[config.mk]
export PLATFORM = sky130hd
export DESIGN_NAME = lms_adaptive_fir
export DESIGN_NICKNAME = d
export VERILOG_FILES = /design/src/rtl/lms_pkg.sv /design/src/rtl/lms_adaptive_fir.sv
export SDC_FILE = /design/constraint.sdc
export NUM_CORES = 2
export LEC_CHECK = 0
export ABC_AREA = 1
export BUFFER_PORTS_ARGS = -buffer_cell sky130_fd_sc_hd__buf_2
export CORE_MARGIN = 1
export CORE_UTILIZATION = 30
export DETAILED_ROUTE_END_ITERATION = 8
export GPL_TIMING_DRIVEN = 0
export SKIP_LAST_GASP = 1
export SLEW_MARGIN = 20
export SYNTH_ARGS = -nofsm -noshare
export SYNTH_HDL_FRONTEND = slang
export SYNTH_SLANG_ARGS = --single-unit
[constraint.sdc]
create_clock -name i_clk -period 8 [get_ports i_clk]
set_clock_uncertainty 0.05 [all_clocks]
set_input_delay 0.8 -clock i_clk [delete_from_list [all_inputs] [get_ports i_clk]]
set_output_delay 0.8 -clock i_clk [all_outputs]
set_load 0.02 [all_outputs]
[src/rtl/lms_pkg.sv]
// ----------------------------------------------------------------------------
// lms_pkg
// Types, widths, codes and saturation helpers for the LMS adaptive FIR.
// ----------------------------------------------------------------------------
package lms_pkg;

    localparam int SAMPLE_W = 16;
    localparam int WEIGHT_W = 24;
    localparam int STEP_W   = 16;
    localparam int WIDX_W   = 4;
    // shared multiplier: 33-bit signed by 16-bit signed
    localparam int MUL_A_W  = 33;
    localparam int MUL_P_W  = MUL_A_W + SAMPLE_W;

    localparam logic [STEP_W-1:0] STEP_RESET = 16'd655;

    localparam logic ACT_SAMPLE = 1'b0;
    localparam logic ACT_READ   = 1'b1;

    typedef logic signed [SAMPLE_W-1:0] t_sample;
    typedef logic signed [WEIGHT_W-1:0] t_weight;
    typedef logic signed [MUL_A_W-1:0]  t_mul_a;
    typedef logic signed [MUL_P_W-1:0]  t_mul_p;

    function automatic t_sample sat_sample(input logic signed [SAMPLE_W:0] v);
        t_sample r;
        if (v[SAMPLE_W] != v[SAMPLE_W-1]) begin
            r = v[SAMPLE_W] ? {1'b1, {(SAMPLE_W-1){1'b0}}} : {1'b0, {(SAMPLE_W-1){1'b1}}};
        end else begin
            r = v[SAMPLE_W-1:0];
        end
        return r;
    endfunction

    function automatic t_weight sat_weight(input logic signed [WEIGHT_W:0] v);
        t_weight r;
        if (v[WEIGHT_W] != v[WEIGHT_W-1]) begin
            r = v[WEIGHT_W] ? {1'b1, {(WEIGHT_W-1){1'b0}}} : {1'b0, {(WEIGHT_W-1){1'b1}}};
        end else begin
            r = v[WEIGHT_W-1:0];
        end
        return r;
    endfunction

endpackage

[src/rtl/lms_adaptive_fir.sv]
// ----------------------------------------------------------------------------
// lms_adaptive_fir
// Streaming LMS adaptive FIR filter with one shared multiply-accumulate unit.
// ----------------------------------------------------------------------------
//  channel  direction  handshake                  payload
//  in       input      i_in_valid / o_in_stall    action, start_run, noisy, desired, index
//  out      output     o_out_valid / i_out_stall  filtered, error, warming_up, weight
//  cfg      input      i_cfg_valid / o_cfg_ready  step size (Q0.16)
//
//  adapting sample: states PRED, DRAIN, ROUND, ERR, MUE, UPD and LAST, then DONE,
//  as the one 33x16 multiplier walks the weight and history rings twice
//  weight read: state READ (one rotation of the weight ring), then DONE; warm-up: DONE only
//  one transaction in work at a time; o_in_stall is high while it runs
//  the output register frees the core, so a stalled result only blocks the next one
//  synchronous active-low reset clears weights, history, warm-up count, step = 655
// ----------------------------------------------------------------------------
module lms_adaptive_fir
    import lms_pkg::*;
#(
    parameter int TAPS = 16
) (
    input  logic                i_clk,
    input  logic                i_rst_n,

    input  logic                i_in_valid,
    output logic                o_in_stall,
    input  logic                i_action,
    input  logic                i_start_run,
    input  logic signed [15:0]  i_noisy_sample,
    input  logic signed [15:0]  i_desired_sample,
    input  logic [WIDX_W-1:0]   i_weight_index,

    output logic                o_out_valid,
    input  logic                i_out_stall,
    output logic signed [15:0]  o_filtered_out,
    output logic signed [15:0]  o_error_out,
    output logic                o_warming_up,
    output logic signed [23:0]  o_weight_value,

    input  logic                i_cfg_valid,
    output logic                o_cfg_ready,
    input  logic [STEP_W-1:0]   i_cfg_data
);

    localparam int IDX_W  = (TAPS > 1) ? $clog2(TAPS) : 1;
    localparam int SEEN_W = $clog2(TAPS + 1);
    localparam int CMP_W  = (IDX_W > WIDX_W) ? IDX_W : WIDX_W;
    // 40-bit products summed over TAPS, plus a sign margin
    localparam int ACC_W  = 2 * SAMPLE_W + WEIGHT_W - SAMPLE_W + 1 + $clog2(TAPS);
    localparam logic [IDX_W-1:0]  LAST_IDX  = IDX_W'(TAPS - 1);
    localparam logic [SEEN_W-1:0] SEEN_FULL = SEEN_W'(TAPS);

    localparam logic [3:0] S_IDLE  = 4'd0;
    localparam logic [3:0] S_PRED  = 4'd1;
    localparam logic [3:0] S_DRAIN = 4'd2;
    localparam logic [3:0] S_ROUND = 4'd3;
    localparam logic [3:0] S_ERR   = 4'd4;
    localparam logic [3:0] S_MUE   = 4'd5;
    localparam logic [3:0] S_UPD   = 4'd6;
    localparam logic [3:0] S_LAST  = 4'd7;
    localparam logic [3:0] S_READ  = 4'd8;
    localparam logic [3:0] S_DONE  = 4'd9;

    logic [3:0]         r_state;
    logic [IDX_W-1:0]   r_cnt;
    logic [SEEN_W-1:0]  r_seen;
    logic [STEP_W-1:0]  r_step;

    t_weight            r_w [TAPS];
    t_sample            r_h [TAPS];

    logic               r_action;
    logic               r_warm;
    t_sample            r_x;
    t_sample            r_d;
    logic [WIDX_W-1:0]  r_widx;

    t_mul_p             r_prod;
    logic signed [ACC_W-1:0] r_acc;
    t_sample            r_y;
    t_sample            r_e;
    t_mul_a             r_mue;
    t_weight            r_wv;

    logic               r_ovalid;
    t_sample            r_oy;
    t_sample            r_oe;
    logic               r_owarm;
    t_weight            r_owv;

    logic               in_accept;
    logic               out_free;
    logic               warm_now;
    t_mul_a             mul_a;
    t_sample            mul_b;
    t_mul_p             mul_p;
    logic signed [ACC_W-1:0]   acc_rnd;
    logic signed [SAMPLE_W:0]  y_clip;
    logic signed [SAMPLE_W:0]  err_wide;
    t_mul_p             upd_rnd;
    logic signed [WEIGHT_W:0]  w_sum;

    assign in_accept   = i_in_valid && (r_state == S_IDLE);
    assign o_in_stall  = (r_state != S_IDLE);
    assign o_cfg_ready = 1'b1;
    assign out_free    = !r_ovalid || !i_out_stall;
    assign warm_now    = i_start_run || (r_seen < SEEN_FULL);

    // shared multiplier operand select
    always_comb begin
        mul_a = '0;
        mul_b = r_h[0];
        case (r_state)
            S_PRED: mul_a = t_mul_a'(r_w[0]);
            S_MUE: begin
                mul_a = t_mul_a'($signed({1'b0, r_step}));
                mul_b = r_e;
            end
            S_UPD:  mul_a = r_mue;
            default: mul_a = '0;
        endcase
    end
    assign mul_p = mul_a * mul_b;

    // round to nearest Q.15, then clip to 17 bits before final saturation
    always_comb begin
        acc_rnd = r_acc + ACC_W'(1 << 19);
        if (acc_rnd[ACC_W-1:35] == {(ACC_W-35){acc_rnd[ACC_W-1]}}) begin
            y_clip = acc_rnd[36:20];
        end else begin
            y_clip = acc_rnd[ACC_W-1] ? -17'sd32769 : 17'sd32768;
        end
    end

    assign err_wide = (SAMPLE_W+1)'(r_d) - (SAMPLE_W+1)'(r_y);
    assign upd_rnd  = r_prod + MUL_P_W'(1 << 24);
    assign w_sum    = (WEIGHT_W+1)'(r_w[0]) + (WEIGHT_W+1)'($signed(upd_rnd[MUL_P_W-1:25]));

    always_ff @(posedge i_clk) begin
        if (!i_rst_n) begin
            r_state  <= S_IDLE;
            r_cnt    <= '0;
            r_seen   <= '0;
            r_step   <= STEP_RESET;
            r_ovalid <= 1'b0;
            for (int i = 0; i < TAPS; i++) begin
                r_w[i] <= '0;
                r_h[i] <= '0;
            end
        end else begin
            if (i_cfg_valid) begin
                r_step <= i_cfg_data;
            end
            if (r_state == S_DONE && out_free) begin
                r_ovalid <= 1'b1;
            end else if (r_ovalid && !i_out_stall) begin
                r_ovalid <= 1'b0;
            end

            case (r_state)
                S_IDLE: begin
                    if (in_accept) begin
                        r_action <= i_action;
                        r_warm   <= warm_now;
                        r_x      <= i_noisy_sample;
                        r_d      <= i_desired_sample;
                        r_widx   <= i_weight_index;
                        r_cnt    <= '0;
                        r_y      <= '0;
                        r_e      <= '0;
                        r_wv     <= '0;
                        r_acc    <= '0;
                        r_prod   <= '0;
                        if (i_start_run) begin
                            for (int i = 0; i < TAPS; i++) begin
                                r_w[i] <= '0;
                            end
                        end
                        if (i_action == ACT_READ) begin
                            // a restart on a read clears history and count too
                            if (i_start_run) begin
                                r_seen <= '0;
                                for (int i = 0; i < TAPS; i++) begin
                                    r_h[i] <= '0;
                                end
                            end
                            r_state <= S_READ;
                        end else if (warm_now) begin
                            // warm-up: store the sample only
                            r_seen <= i_start_run ? SEEN_W'(1) : r_seen + 1'b1;
                            for (int i = TAPS - 1; i > 0; i--) begin
                                r_h[i] <= i_start_run ? '0 : r_h[i-1];
                            end
                            r_h[0]  <= i_noisy_sample;
                            r_state <= S_DONE;
                        end else begin
                            r_state <= S_PRED;
                        end
                    end
                end
                S_PRED: begin
                    r_prod <= mul_p;
                    r_acc  <= r_acc + $signed(r_prod[ACC_W-1:0]);
                    for (int i = 0; i < TAPS - 1; i++) begin
                        r_w[i] <= r_w[i+1];
                        r_h[i] <= r_h[i+1];
                    end
                    r_w[TAPS-1] <= r_w[0];
                    r_h[TAPS-1] <= r_h[0];
                    r_cnt <= r_cnt + 1'b1;
                    if (r_cnt == LAST_IDX) begin
                        r_state <= S_DRAIN;
                    end
                end
                S_DRAIN: begin
                    r_acc   <= r_acc + $signed(r_prod[ACC_W-1:0]);
                    r_state <= S_ROUND;
                end
                S_ROUND: begin
                    r_y     <= sat_sample(y_clip);
                    r_state <= S_ERR;
                end
                S_ERR: begin
                    r_e     <= sat_sample(err_wide);
                    r_state <= S_MUE;
                end
                S_MUE: begin
                    r_mue   <= mul_p[MUL_A_W-1:0];
                    r_cnt   <= '0;
                    r_state <= S_UPD;
                end
                S_UPD: begin
                    // weight ring lags the history ring by one tap
                    r_prod <= mul_p;
                    for (int i = 0; i < TAPS - 1; i++) begin
                        r_h[i] <= r_h[i+1];
                    end
                    r_h[TAPS-1] <= r_h[0];
                    if (r_cnt != '0) begin
                        for (int i = 0; i < TAPS - 1; i++) begin
                            r_w[i] <= r_w[i+1];
                        end
                        r_w[TAPS-1] <= sat_weight(w_sum);
                    end
                    r_cnt <= r_cnt + 1'b1;
                    if (r_cnt == LAST_IDX) begin
                        r_state <= S_LAST;
                    end
                end
                S_LAST: begin
                    for (int i = 0; i < TAPS - 1; i++) begin
                        r_w[i] <= r_w[i+1];
                    end
                    r_w[TAPS-1] <= sat_weight(w_sum);
                    for (int i = TAPS - 1; i > 0; i--) begin
                        r_h[i] <= r_h[i-1];
                    end
                    r_h[0]  <= r_x;
                    r_state <= S_DONE;
                end
                S_READ: begin
                    if (CMP_W'(r_cnt) == CMP_W'(r_widx)) begin
                        r_wv <= r_w[0];
                    end
                    for (int i = 0; i < TAPS - 1; i++) begin
                        r_w[i] <= r_w[i+1];
                    end
                    r_w[TAPS-1] <= r_w[0];
                    r_cnt <= r_cnt + 1'b1;
                    if (r_cnt == LAST_IDX) begin
                        r_state <= S_DONE;
                    end
                end
                S_DONE: begin
                    if (out_free) begin
                        r_oy     <= r_y;
                        r_oe     <= r_e;
                        r_owarm  <= r_warm;
                        r_owv    <= (r_action == ACT_READ) ? r_wv : '0;
                        r_state  <= S_IDLE;
                    end
                end
                default: r_state <= S_IDLE;
            endcase
        end
    end

    assign o_out_valid    = r_ovalid;
    assign o_filtered_out = r_oy;
    assign o_error_out    = r_oe;
    assign o_warming_up   = r_owarm;
    assign o_weight_value = r_owv;

    // warm-up count saturates at the tap count
    a_seen_range: assert property (@(posedge i_clk) disable iff (!i_rst_n)
        r_seen <= SEEN_FULL)
        else $error("warm-up count beyond tap count");

    // warm-up results carry no prediction
    a_warm_zero: assert property (@(posedge i_clk) disable iff (!i_rst_n)
        (o_out_valid && o_warming_up) |-> (o_filtered_out == '0 && o_error_out == '0))
        else $error("nonzero prediction during warm-up");

    // prediction pass steps one tap per cycle
    a_pred_step: assert property (@(posedge i_clk) disable iff (!i_rst_n)
        (r_state == S_PRED && r_cnt != LAST_IDX) |=>
        (r_state == S_PRED && r_cnt == $past(r_cnt) + 1'b1))
        else $error("prediction pass skipped a tap");

    // an accepted transaction always leaves idle
    a_busy: assert property (@(posedge i_clk) disable iff (!i_rst_n)
        in_accept |=> (r_state != S_IDLE))
        else $error("accepted transaction dropped");

endmodule
Word-level counts from Yosys, hierarchy flattened
Memory sizes are Yosys's and may differ from the RTL's.
Cells that the tools add are included.
Cells by class
  equal/unequal tests: 22
  multipliers: 1
  $add $sub $neg: 7
  mux-type cells: 249
  bitwise gates (word level): 160
  magnitude comparators: 1
  reductions and logical operators: 32
Operators by type and width (count)
  24-bit two-way mux: 89
  16-bit two-way mux: 101
  1-bit OR: 160
  33-bit one-hot mux with 3 select lines: 1
  49-bit one-hot mux with 2 select lines: 1
  45-bit one-hot mux with 2 select lines: 1
  16-bit one-hot mux with 2 select lines: 2
  49-bit by 26-bit adder with 49-bit output (second input constant): 1
  33-bit by 16-bit multiplier with 49-bit output: 1
  49-bit two-way mux: 1
  24-bit one-hot mux with 2 select lines: 1
  45-bit by 21-bit adder with 45-bit output (second input constant): 1
  45-bit adder: 1
  45-bit two-way mux: 1
  4-bit one-hot mux with 10 select lines: 1
  1-bit two-way mux: 35
  17-bit two-way mux: 2
  4-bit two-way mux: 8
  24-bit by 24-bit adder with 25-bit output: 1
  5-bit two-way mux: 4
  3-bit AND reduction: 6
  16-bit by 16-bit subtractor with 17-bit output: 1
  4-bit by 3-bit == test with 1-bit output (second input constant): 4
  2-bit nonzero test: 7
  other kinds (23): 41
Storage, ports and cells
  memories: 2
  register bits after elaboration: 308
  output and inout bits: 60
  word-level logic and storage cells: 494
  bits in writable memories: 640
Memories
  r_w: words 16, bits a word 24, read ports 16, clocked after Yosys merged registers in 0, wr ports 16, line lms_adaptive_fir.sv:69  | t_weight r_w [TAPS];
  r_h: words 16, bits a word 16, read ports 16, clocked after Yosys merged registers in 0, wr ports 16, line lms_adaptive_fir.sv:70  | t_sample r_h [TAPS];

Logic depth before layout (Yosys ltp)
  depth after elaboration: 12
  mapped depth: 34

Least setup slack after synthesis
No wires, ideal clock.
  path type: reg-to-reg
  start: register r_state[0]
  end: register r_prod[21], data pin
  slack: 1452 ps
  arrival time: 6232 ps
  path buffers: 2
  cell stages (with the launch flop): 31
  path through: dfxtp_1 -> buf_4 -> inv_2 -> nor2_2 -> inv_2 -> nor2_4 -> inv_2 -> o211ai_1 -> clkbuf_1 -> nand2_1 -> fa_1 -> inv_1 -> fa_1 -> inv_1 -> fa_1 -> inv_1 -> fa_1 -> fa_1 -> inv_1 -> fa_1 -> inv_1 -> ha_1 -> nand2_1 -> inv_1 -> a21oi_1 -> o211ai_1 -> a21oi_1 -> o21ai_1 -> or2_2 -> nand2_1 -> nor2_1
Between the ends
  longest elaborated chain between the ends: 4
RTL lines
  start, declared: line lms_adaptive_fir.sv:64  | logic [3:0] r_state;
  start signal, assigned: line lms_adaptive_fir.sv:141  | r_state <= S_IDLE;
  start signal, assigned: line lms_adaptive_fir.sv:187  | r_state <= S_READ;
  start signal, assigned: line lms_adaptive_fir.sv:195  | r_state <= S_DONE;
  4-bit by 3-bit == test with 1-bit output (tied with other cells): line lms_adaptive_fir.sv:113, lms_adaptive_fir.sv:160
  33-bit one-hot mux with 3 select lines / 16-bit two-way mux (equally long branches): line lms_adaptive_fir.sv:113  | case (r_state)
  33-bit by 16-bit multiplier with 49-bit output: line lms_adaptive_fir.sv:123  | assign mul_p = mul_a * mul_b;
  49-bit one-hot mux with 2 select lines (*): line lms_adaptive_fir.sv:160  | case (r_state)
  end signal, assigned: line lms_adaptive_fir.sv:202  | r_prod <= mul_p;
  end signal, assigned: line lms_adaptive_fir.sv:234  | r_prod <= mul_p;
  end, declared: line lms_adaptive_fir.sv:78  | t_mul_p r_prod;
Every way passes the cells marked *; elsewhere a longest branch is shown, timed or not.
A chain may end at the register's enable or synchronous reset.

Worst setup path after layout
  start: register r_state[0]
  end: register r_prod[35], data pin
Same word-level chain as after synthesis.

==> summary.txt <==
===============================================================================================
Result of the run                                                                  finished clean
Overall power of the completed layout                                                  0.0244 W
Maximum Capacitance Violations                                                                0
Max Clk Rate                                                                            128 MHz
Finish-stage setup viols                                                                      0
Maximum count of clock buffers along a single path                                            3
Antenna violations before repair                                                             11
Total vias in the final route                                                             51300
Worst hold path type                                                                     in2reg
WS Path Type                                                                            reg2reg
Worst IR drop on VDD                                                                   0.198 mV
Area of the die                                                                    222000 sq um
Terminus of the critical flop-to-flop path                                           r_prod[35]
Number of search-and-repair iterations in the first detailed-routing pass                     9
Total clock buffers created by CTS                                                          102
Minimum setup slack after placement                                                   -0.930 ns
Synth Instances                                                                            7338
TritonCTS clock tree                                                                      built
Routed wire length per instance                                                         20.1 um
Vias per Instance                                                                          4.84
Register-to-register path setup slack                                                   0.21 ns
Post-detailed-placement half-perimeter wirelength                                     172000 um
Yosys warning total                                                                           0
Clock sinks                                                                                 948
Slew margin rel.                                                                          28.1%
First-pass GRT wire length                                                            319000 um
Number of unique standard cell types used by synthesis                                       57
Final net count                                                                            8384
Arrival time at the worst endpoint                                                      8.21 ns
EDFF count, synth                                                                           918
CP max-delay cell                                                                       o21ai_2
Crit path time final                                                                    7.79 ns
Average cell area after synthesis                                                    9.01 sq um
Critical path required time                                                             8.42 ns
Syn Std Cell Area                                                                   66100 sq um
Syn nets                                                                                   8105
Row count                                                                                   172
Post-synth ARST share                                                                        0%
RSZ-0062 raised after global routing                                                        yes
Crit Reg-Reg Startpoint                                                              r_state[0]
Worst Tran Pin Value                                                                    1.08 ns
Share of final-layout standard cells stronger than drive strength 1                       9.16%
Vias in the first global route                                                            51300
Largest stage delay on the critical path                                                0.70 ns
Layout area overhead                                                                      13.8%
Routed wire length                                                                    213000 um
Global routing usage summed across all routing layers                                     19.1%
Number of top-level pins                                                                    119
Number of hold buffers added after cts                                                        0
R2R cell count                                                                               30
Worst setup path startpoint                                                          r_state[0]
Main flop type after synthesis                                                         edfxtp_1
Share of the clock period used by the worst path after layout                             97.4%
Count of endpoints failing hold in the final timing report                                    0
Clock input transition at the sequential cells of the worst setup and hold paths        0.06 ns
Worst setup endpoint                                                                 r_prod[35]
Power per cell area                                                                 324 nW/um^2
Number of DRC violations after detailed routing                                               0
Crit path max fanout                                                                         10
Effective utilization at floorplan                                                        30.2%
Pins Over Slew Limit                                                                          0
Cell at the root of the clock tree                                                    clkbuf_16
H-tree lvl count                                                                              3
Final Hold Slack                                                                       0.220 ns
Core region area                                                                   219000 sq um
Number of DRC markers in iteration 0                                                       4738
Largest net degree at the start of global routing                                            57
Total of flip-flops plus latches after synthesis                                            948
Cell repeated most along the worst path                                                    fa_1
Input/output buffers                                                                        117
Latest clock arrival within the worst-skew pair                                         0.79 ns
RD Place Congestion                                                                       0.994
Post-route worst setup slack                                                           0.208 ns
Global route overflow                                                                         0
Sort of element at the end of the critical path                                       flip-flop
Static Leak                                                                             33.2 nW
Die width                                                                                472 um
Critical path startpoint category                                                     flip-flop
Sequential share of the synthesized area                                                  42.6%
Floorplan die height                                                                     472 um
Remaining antenna violation count after routing                                               0
===============================================================================================
## power breakdown
group	total (W)	leakage, nW	internal (W)	switching, W
sequential	0.00831	9.71	0.00736	0.000956
combinational	0.0114	21.9	0.00337	0.00800
clock	0.00470	1.60	0.00260	0.00210
total	0.0244	33.2	0.0133	0.0111
## placed cells by master (no fill, tap or decap), drive strengths merged, types with 10 or more instances in the layout
cell / Yosys / layout
diode: 0 / 29
clkinv: 0 / 43
nor3: 37 / 37
xnor2: 32 / 32
xor2: 77 / 77
nor2: 814 / 814
nand3: 273 / 273
clkbuf: 112 / 246
o2111ai: 65 / 65
edfxtp: 918 / 918
o22ai: 112 / 112
nor4: 10 / 10
ha: 205 / 205
nand2: 1461 / 1461
o21ai: 224 / 224
fa: 503 / 503
a31oi: 15 / 15
o211ai: 57 / 57
a21oi: 306 / 306
nand4: 49 / 49
o21bai: 23 / 23
o21a: 16 / 16
dfxtp: 30 / 30
a21o: 15 / 15
o221ai: 31 / 31
inv: 1744 / 1746
buf: 163 / 334
## what timing repair did
action / 4_1_cts / 5_1_grt
gates cloned: 0 / 0
setup endpoints to repair: 53 / 46
resized for setup: 85 / 107
pin swaps: 15 / 10
buffers inserted: 22 / 16
## critical path, delay by kind of cell, from the launching register on
kind,cells,cell delay (ns)
buffers and inverters,11,1.50
AOI/OAI and AO/OA,3,1.35
and+or+nand+nor,9,0.93
adders and majority gates,7,3.38
DFF,1,0.30
## metal layers
| metal | part of all wire [%] | up-vias | GRT usage, % |
|---|---|---|---|
| met5 | 0 | - | 0 |
| met3 | 6.8 | 417 | 2.55 |
| met1 | 41 | 25200 | 24.6 |
| li1 | - | 23700 | - |
| met2 | 46 | 1916 | 30.6 |
| met4 | 6.4 | 0 | 11.4 |
## logic make-up after synthesis
logic type,count (synthesis),synth area share [%]
AOI/OAI and AO/OA,892,8.86
xor gates and xnor gates,109,1.44
adders and majority gates,708,19.1
buffers and inverters,2019,11.9
DFF,948,42.6
other,1,0.00567
and+or+nand+nor,2661,16.1
## state kept, by name (all words and copies together) (netlist names)
signal	cells
r_step	16
r_mue	33
r_y	16
r_warm	1
r_state	4
r_d	16
o_out_valid	1
o_error_out	16
r_action	1
r_x	16
o_weight_value	24
r_cnt	4
r_acc	45
r_prod	49
r_seen	5
o_warming_up	1
r_e	16
r_wv	24
r_widx	4
r_w	384
r_h	256
o_filtered_out	16
## worst min path at each step
stage                                 start           end  slack, ns  depth (start not counted)
after global placement               r_warm  o_warming_up       0.39                          0
after CTS                 i_weight_index[2]     r_widx[2]       0.17                          1
after floorplan                      r_warm  o_warming_up       0.35                          0
after detailed placement             r_warm  o_warming_up       0.40                          0
after global routing      i_weight_index[2]     r_widx[2]       0.20                          1
final                     i_weight_index[2]     r_widx[2]       0.22                          1
## synth_stat cells, drive strengths merged (3+ instances only)
master	count	share of area (%)
nand3	273	2.1
o22ai	112	1.7
a221oi	9	0.12
and3	4	0.038
o21ai	224	1.7
inv	1744	9.9
o221ai	31	0.41
xor2	77	1.0
o2111ai	65	0.86
nor4	10	0.095
nand2	1461	8.3
ha	205	3.9
o21bai	23	0.26
nor3b	4	0.045
nand3b	4	0.045
clkbuf	112	0.64
nor2	814	4.7
a21oi	306	2.4
edfxtp	918	42
xnor2	32	0.42
a31o	4	0.053
o21a	16	0.18
buf	163	1.3
a21o	15	0.17
nor3	37	0.30
a21boi	5	0.057
a211oi	7	0.079
nand4	49	0.46
or2	3	0.028
dfxtp	30	0.91
fa	503	15
o211ai	57	0.75
a31oi	15	0.14
## area by class of cell
| type | count | area (sq um) |
|---|---|---|
| Multi-Input combinational cell | 4371 | 30800 |
| Tap cell | 2871 | 3590 |
| Buffer | 273 | 1480 |
| Antenna cell | 29 | 72.6 |
| Sequential cell | 948 | 28200 |
| Timing Repair Buffer | 177 | 1340 |
| Clock buffer | 130 | 2700 |
| Inverter | 1744 | 6550 |
| Fill cell | 22500 | 144000 |
| Clock inverter | 54 | 602 |
## stage by stage
stage | instances | TNS [ns] | util, % | instance area (sq um)
3_3_place_gp | 10300 | -100.02 | 32.1 | 70300
6_report | 10600 | 0 | 34.3 | 75300
4_1_cts | 10600 | -0.0105 | 34.1 | 74700
3_5_place_dp | 10300 | -26.91 | 32.3 | 70900
2_1_floorplan | 7338 | 0 | - | 66100
5_1_grt | 10600 | -0.122 | 34.3 | 75300
No activity file was read; power rests on OpenSTA's default activity.
